--- src/rtl/horner_polynomial_evaluator_macros.svh ---
// Assertion helpers for the polynomial evaluator.
// Both sample on clk and are switched off while rst_n is low.
`ifndef HORNER_POLYNOMIAL_EVALUATOR_MACROS_SVH
`define HORNER_POLYNOMIAL_EVALUATOR_MACROS_SVH

// The consequent must hold in the same cycle as the antecedent.
`define HPE_ASSERT_IMPL(label, ante, cons) \
    label: assert property (@(posedge clk) disable iff (!rst_n) (ante) |-> (cons)) \
        else $error("polynomial evaluator check failed");

// The consequent must hold a fixed number of cycles after the antecedent.
`define HPE_ASSERT_DELAY(label, ante, n, cons) \
    label: assert property (@(posedge clk) disable iff (!rst_n) (ante) |-> ##(n) (cons)) \
        else $error("polynomial evaluator latency check failed");

`endif

--- src/rtl/hpe_pkg.sv ---
`timescale 1ns / 1ps

package hpe_pkg;

    localparam int unsigned WORD_W        = 32;
    localparam int unsigned NUM_COEF      = 8;
    localparam int unsigned COEF_IDX_W    = $clog2(NUM_COEF);
    localparam int unsigned ADDR_W        = COEF_IDX_W + 2;
    localparam int unsigned DEGREE_DEF    = 7;
    localparam int unsigned FRAC_BITS_DEF = 16;

    typedef logic signed [WORD_W-1:0] word_t;
    typedef word_t coef_array_t [NUM_COEF];

    // What one cell hands to the next in every cycle.
    typedef struct packed {
        logic  valid;
        logic  ovf;
        word_t x;
        word_t acc;
    } stage_t;

endpackage

--- src/rtl/hpe_regs.sv ---
`timescale 1ns / 1ps

module hpe_regs
(
    input  logic                          clk,
    input  logic                          rst_n,
    input  logic                          psel,
    input  logic                          penable,
    input  logic                          pwrite,
    input  logic [hpe_pkg::ADDR_W-1:0]    paddr,
    input  logic [hpe_pkg::WORD_W-1:0]    pwdata,
    output logic [hpe_pkg::WORD_W-1:0]    prdata,
    output logic                          pready,
    output hpe_pkg::coef_array_t          coef
);

    hpe_pkg::coef_array_t                coef_reg;
    logic                                wr_en;
    logic [hpe_pkg::COEF_IDX_W-1:0]      wr_idx;

    assign wr_en  = psel && penable && pwrite;
    assign wr_idx = paddr[hpe_pkg::ADDR_W-1:2];
    assign pready = 1'b1;
    assign prdata = coef_reg[wr_idx];
    assign coef   = coef_reg;

    always_ff @(posedge clk or negedge rst_n)
    begin
        if (!rst_n)
        begin
            for (int i = 0; i < hpe_pkg::NUM_COEF; i++)
            begin
                coef_reg[i] <= '0;
            end
        end
        else if (wr_en)
        begin
            coef_reg[wr_idx] <= pwdata;
        end
    end

endmodule

--- config.mk ---
export PLATFORM = sky130hd
export DESIGN_NAME = hpe_regs
export DESIGN_NICKNAME = d
export VERILOG_FILES = /design/src/rtl/horner_polynomial_evaluator_macros.svh /design/src/rtl/hpe_pkg.sv /design/src/rtl/hpe_regs.sv
export SDC_FILE = /design/constraint.sdc
export NUM_CORES = 1
export LEC_CHECK = 0
export ABC_AREA = 1
export BUFFER_PORTS_ARGS = -buffer_cell sky130_fd_sc_hd__buf_2
export CORE_MARGIN = 2
export CORE_UTILIZATION = 40
export CTS_CLUSTER_DIAMETER = 60
export DETAILED_ROUTE_END_ITERATION = 7
export PLACE_DENSITY = 0.63
export SLEW_MARGIN = 0
export SYNTH_ARGS = -nofsm -noshare
export SYNTH_HDL_FRONTEND = slang
export SYNTH_SLANG_ARGS = --single-unit
--- constraint.sdc ---
create_clock -name clk -period 0.8 [get_ports clk]
set_input_delay 0 -clock clk [delete_from_list [all_inputs] [get_ports clk]]
set_output_delay 0 -clock clk [all_outputs]
set_load 0.005 [all_outputs]
# == Word level (Yosys, flattened, before mapping) ==
# Cells that the tools add are included.
# totals
in_bits,42
regBits,256
wordCells,20
out_inout_bits,289
# op_classes
magnitude_cmp,2
reduce_logical,3
muxes,6
n_bitwise,1
# ops
op,count
$bwmux W256,1
$bmux W32 S3,1
$demux W32 S3,1
$mux W32,3
$ge A4 B4 Y1 const B,1
$lt A4 B1 Y1 const B,1
$not A3 Y4,1
$logic_and A1 B1 Y1,3

# == Longest topological paths before layout ==
# depth
depth_word,6
depth_mapped,10
mapped_depth_nobuf,7

# == Worst setup path after synthesis ==
# No wires, ideal clock.
# synth_path
path_type,input to register
from,input port paddr[2] in the netlist's numbering
to,register coef_reg (netlist bit coef[183])
setup_slack_ns,-0.109
arrival_ns,0.790
setup_ns,0.119
required_ns,0.681
stages,7
n_path_buf,3
cell_sequence,buf_6 inv_6 buf_6 nand3_4 buf_6 nand2_1 o21ai_2
# synth_via
elab_chain_len,6
word_cells_on_any_way,7
cone_classes,2 x order compare; 3 x mux; 1 x bitwise; 1 x reduce/logical
# synth_lines
item,line,text
start: declaration,hpe_regs.sv:10,"input logic [hpe_pkg::ADDR_W-1:0] paddr,"
$not A3 Y4 (not written as such) *,hpe_regs.sv:38,coef_reg[wr_idx] <= pwdata;
$ge A4 B4 Y1 (not written as such) or $lt A4 B1 Y1 (tied branches),hpe_regs.sv:38,
$logic_and A1 B1 Y1 (not written as such),hpe_regs.sv:38,
$mux W32 (not written as such),hpe_regs.sv:38,
$demux W32 S3 *,hpe_regs.sv:38,
$bwmux W256 *,hpe_regs.sv:38,
end signal: indexed assignment,hpe_regs.sv:38,
end: declaration,hpe_regs.sv:17,hpe_pkg::coef_array_t coef_reg;
# Every way passes the cells marked *; elsewhere a longest branch is shown, timed or not.
# A chain may end at the register's enable or synchronous reset.

# == Final worst setup path ==
# layout_path
from,register coef_reg (netlist bit coef[22])
to,output port prdata[22] in the netlist's numbering
# layout_via
elab_chain_len,3
# layout_lines
item,line,text
$bmux W32 S3,hpe_regs.sv:24,assign prdata = coef_reg[wr_idx];
$mux W32 (not written as such) (2 in a row),hpe_regs.sv:24,
end: declaration,hpe_regs.sv:12,"output logic [hpe_pkg::WORD_W-1:0] prdata,"
# No other way between the ends. The select of a mux whose other input is x is not followed.

==> impl_metrics.toml <==
[global_route]
grt_max_degree = 46
antenna_found_initial = 0
grt_usage = 0.295
grt_pass1_vias = 14400
gr-total-overflow = 0
grt_pass1_wl_um = 78000

[sta]
hold_viol = 14
max_slew.worst_pin.slew_ns = 0.524
max_freq_mhz = 660
setup_viol = 367
min_period_ns = 1.51
slew_viol_final = 0
finalClockSkew_ns = 0
fin_ws_ns = -0.714
timing.final.crit_share = 1.89
fin_hold_ws_ns = -0.113
rsz0062_at_grt = "yes"
slew_headroom = 0.651

[power_and_ir_drop]
finalPower_mw = 52.4
combPwrFrac = 0.404
ir_worst_vdd_uv = 1690
seqPwrFrac = 0.331
clockPowerShare = 0.266
power_leakage_nw = 12.1
switching_share = 0.304
p_per_area_nw_per_um2 = 2340
internal_power_mw = 36.5
switchingPower_mw = 15.9

[place]
gp_congestion = 0.848
dp.cells = 2772
dp_hpwl_um = 33900
port_buffers = 327

[worst_setup_path]
rrSetupSlack_ns = -0.21
r2r_cells = 5
r2r-end = "coef[165]"
criticalPathCategory = "reg2out"
start_kind = "flop"
arrival_ns = 1.51
endpoint_kind = "primary output"
worst-path-max-fanout = 2
r2r-start = "coef[165]"
critPathRequiredTime_ns = 0.80

[layout]
syn2layout_area_growth_pct = 71.2
diodes = 0
fin_cells = 2934
drive_gt1_frac = 0.351
nets = 2513
largest_register_ffs = 256
fillers = 2440
postLayoutCoreUtil = 0.691

[synth]
synth_cells = 1769
synth.avg_cell_area_um2 = 7.38
seq_area_frac_synth = 0.490
synth_seq_cells = 256
ys_top_cells_by_area = "dfrtp_1 49%, nand2_1 30%, o21ai_0 6.2%, buf_6 3.1%, o21ai_1 2.1%"
synth_top_area_share = 0.490
syn-num-nets = 1811
synth_warnings = 0
yosysTopAreaCell = "dfrtp_1"
synth.distinct_cells = 26
syn-cell-area_um2 = 13100

[clock_network]
cts_tree = "yes"
numCtsBuffers = 30
cts.path.max_buffers = 3
clk_pin_slew_ns = 0.06
ctsHoldBuffers = 33
htreeDepth = 1
clkSinkCount = 256
clkLatencyLatePin_ns = 0.57
clock-root-buffer = "clkbuf_16"

[routing]
vias = 15200
drc = 0
wl_per_cell_um = 18.5
dr.first_iter.drc_count = 1213
drt-total-wl_um = 54400
ant_nets = 0
vias_per_cell = 5.18
firstDrtPassIters = 5

[outcome]
violations = "negative hold slack, negative setup slack"
status = "finished, violations left"

[floorplanning]
dieWidth_um = 185
start_util = 0.403
die_area_um2 = 34100
design.core.area_um2 = 32400
fp.dieH_um = 185
rows = 66
io_pins = 331

[hold_path]
hp-class = "in2async"

[flow_run]
cap_viol_max_count = 0
==> Yosys cell counts, drive strengths merged <==
cell type  number
nand3           7
nor2           46
conb            1
inv            37
nand2        1045
clkbuf         35
dfrtp         256
a21oi          32
o21ai         224
nand4           4
buf            82
==> cell usage in the layout, fill, tap and decap left out, types with 15 or more instances in the layout <==
master,n
nor2_1,36
buf_6,531
nand2_2,15
inv_1,33
dlygate4sd3_1,33
buf_2,71
nand2_1,1027
o21ai_1,134
o21ai_0,81
buf_4,100
dfrtp_1,256
buf_12,51
a21oi_2,28
clkbuf_16,30
==> per-stage QoR <==
step           area [um2]  TNS (ns)  setup slack [ns]
6_report            22400   -126.30            -0.714
2_1_floorplan       13300     -6.80           -0.0742
3_5_place_dp        17800    -80.24            -0.375
3_3_place_gp        17800    -74.65            -0.343
4_1_cts             21200   -123.15            -0.677
5_1_grt             22400   -141.25            -0.778
==> critical path: stages (launching register included) <==
cell     delay [ns]
dfrtp_1        0.36
nand2_1        0.06
nand2_1        0.09
nand2_1        0.09
nand2_1        0.10
nand2_1        0.05
nand2_1        0.09
buf_2          0.11
==> cells by family (layout without fill, tap and decap cells) <==
logic type,after synthesis,after routing,share of synthesized area
simple gates,1102,1102,0.331
other cells,1,1,0.000287
flops,256,256,0.490
buf+inv,154,877,0.0705
compound gates,256,256,0.108
==> cell type report <==
cell class / count / area, um2 / area share
Inverter: 37 / 149 / 0.00666
Multi-Input combinational cell: 1359 / 5790 / 0.259
Clock inverter: 8 / 108 / 0.00481
Tap cell: 442 / 553 / 0.0247
Timing Repair Buffer: 787 / 8450 / 0.378
Clock buffer: 45 / 897 / 0.0401
Sequential cell: 256 / 6410 / 0.287
==> power groups by stage <==
stage	Combinational (mW)	Clock, mW	Sequential, mW
floorplan	4.63	0	17.6
global placement	14.0	0	16.9
detailed placement	14.2	0	17.0
CTS	18.2	14.1	17.2
global route	22.7	14.6	17.5
finish	21.1	13.9	17.3
==> repair_timing <==
action	CTS	global route
setup endpoints to repair	293	385
pin swaps	144	54
buffers inserted	75	155
resized for setup	422	217
endpoints found under the hold margin	512	14
==> worst max-delay path by stage <==
stage | from | to | slack, ns
detailed placement | paddr[2] | coef[53] | -0.38
global placement | paddr[3] | coef[130] | -0.34
CTS | coef[94] | prdata[30] | -0.68
global route | coef[22] | prdata[22] | -0.78
floorplan | paddr[2] | coef[176] | -0.07
finish | coef[22] | prdata[22] | -0.71
==> routing by layer <==
metal  global-route usage  wire length [um]  part of all wire
met5                    0                 0                 0
met4                0.120              2480             0.046
met3               0.0405              4400             0.081
met2                0.501             26700              0.49
met1                0.379             20800              0.38
(Power assumes the default switching activity.)
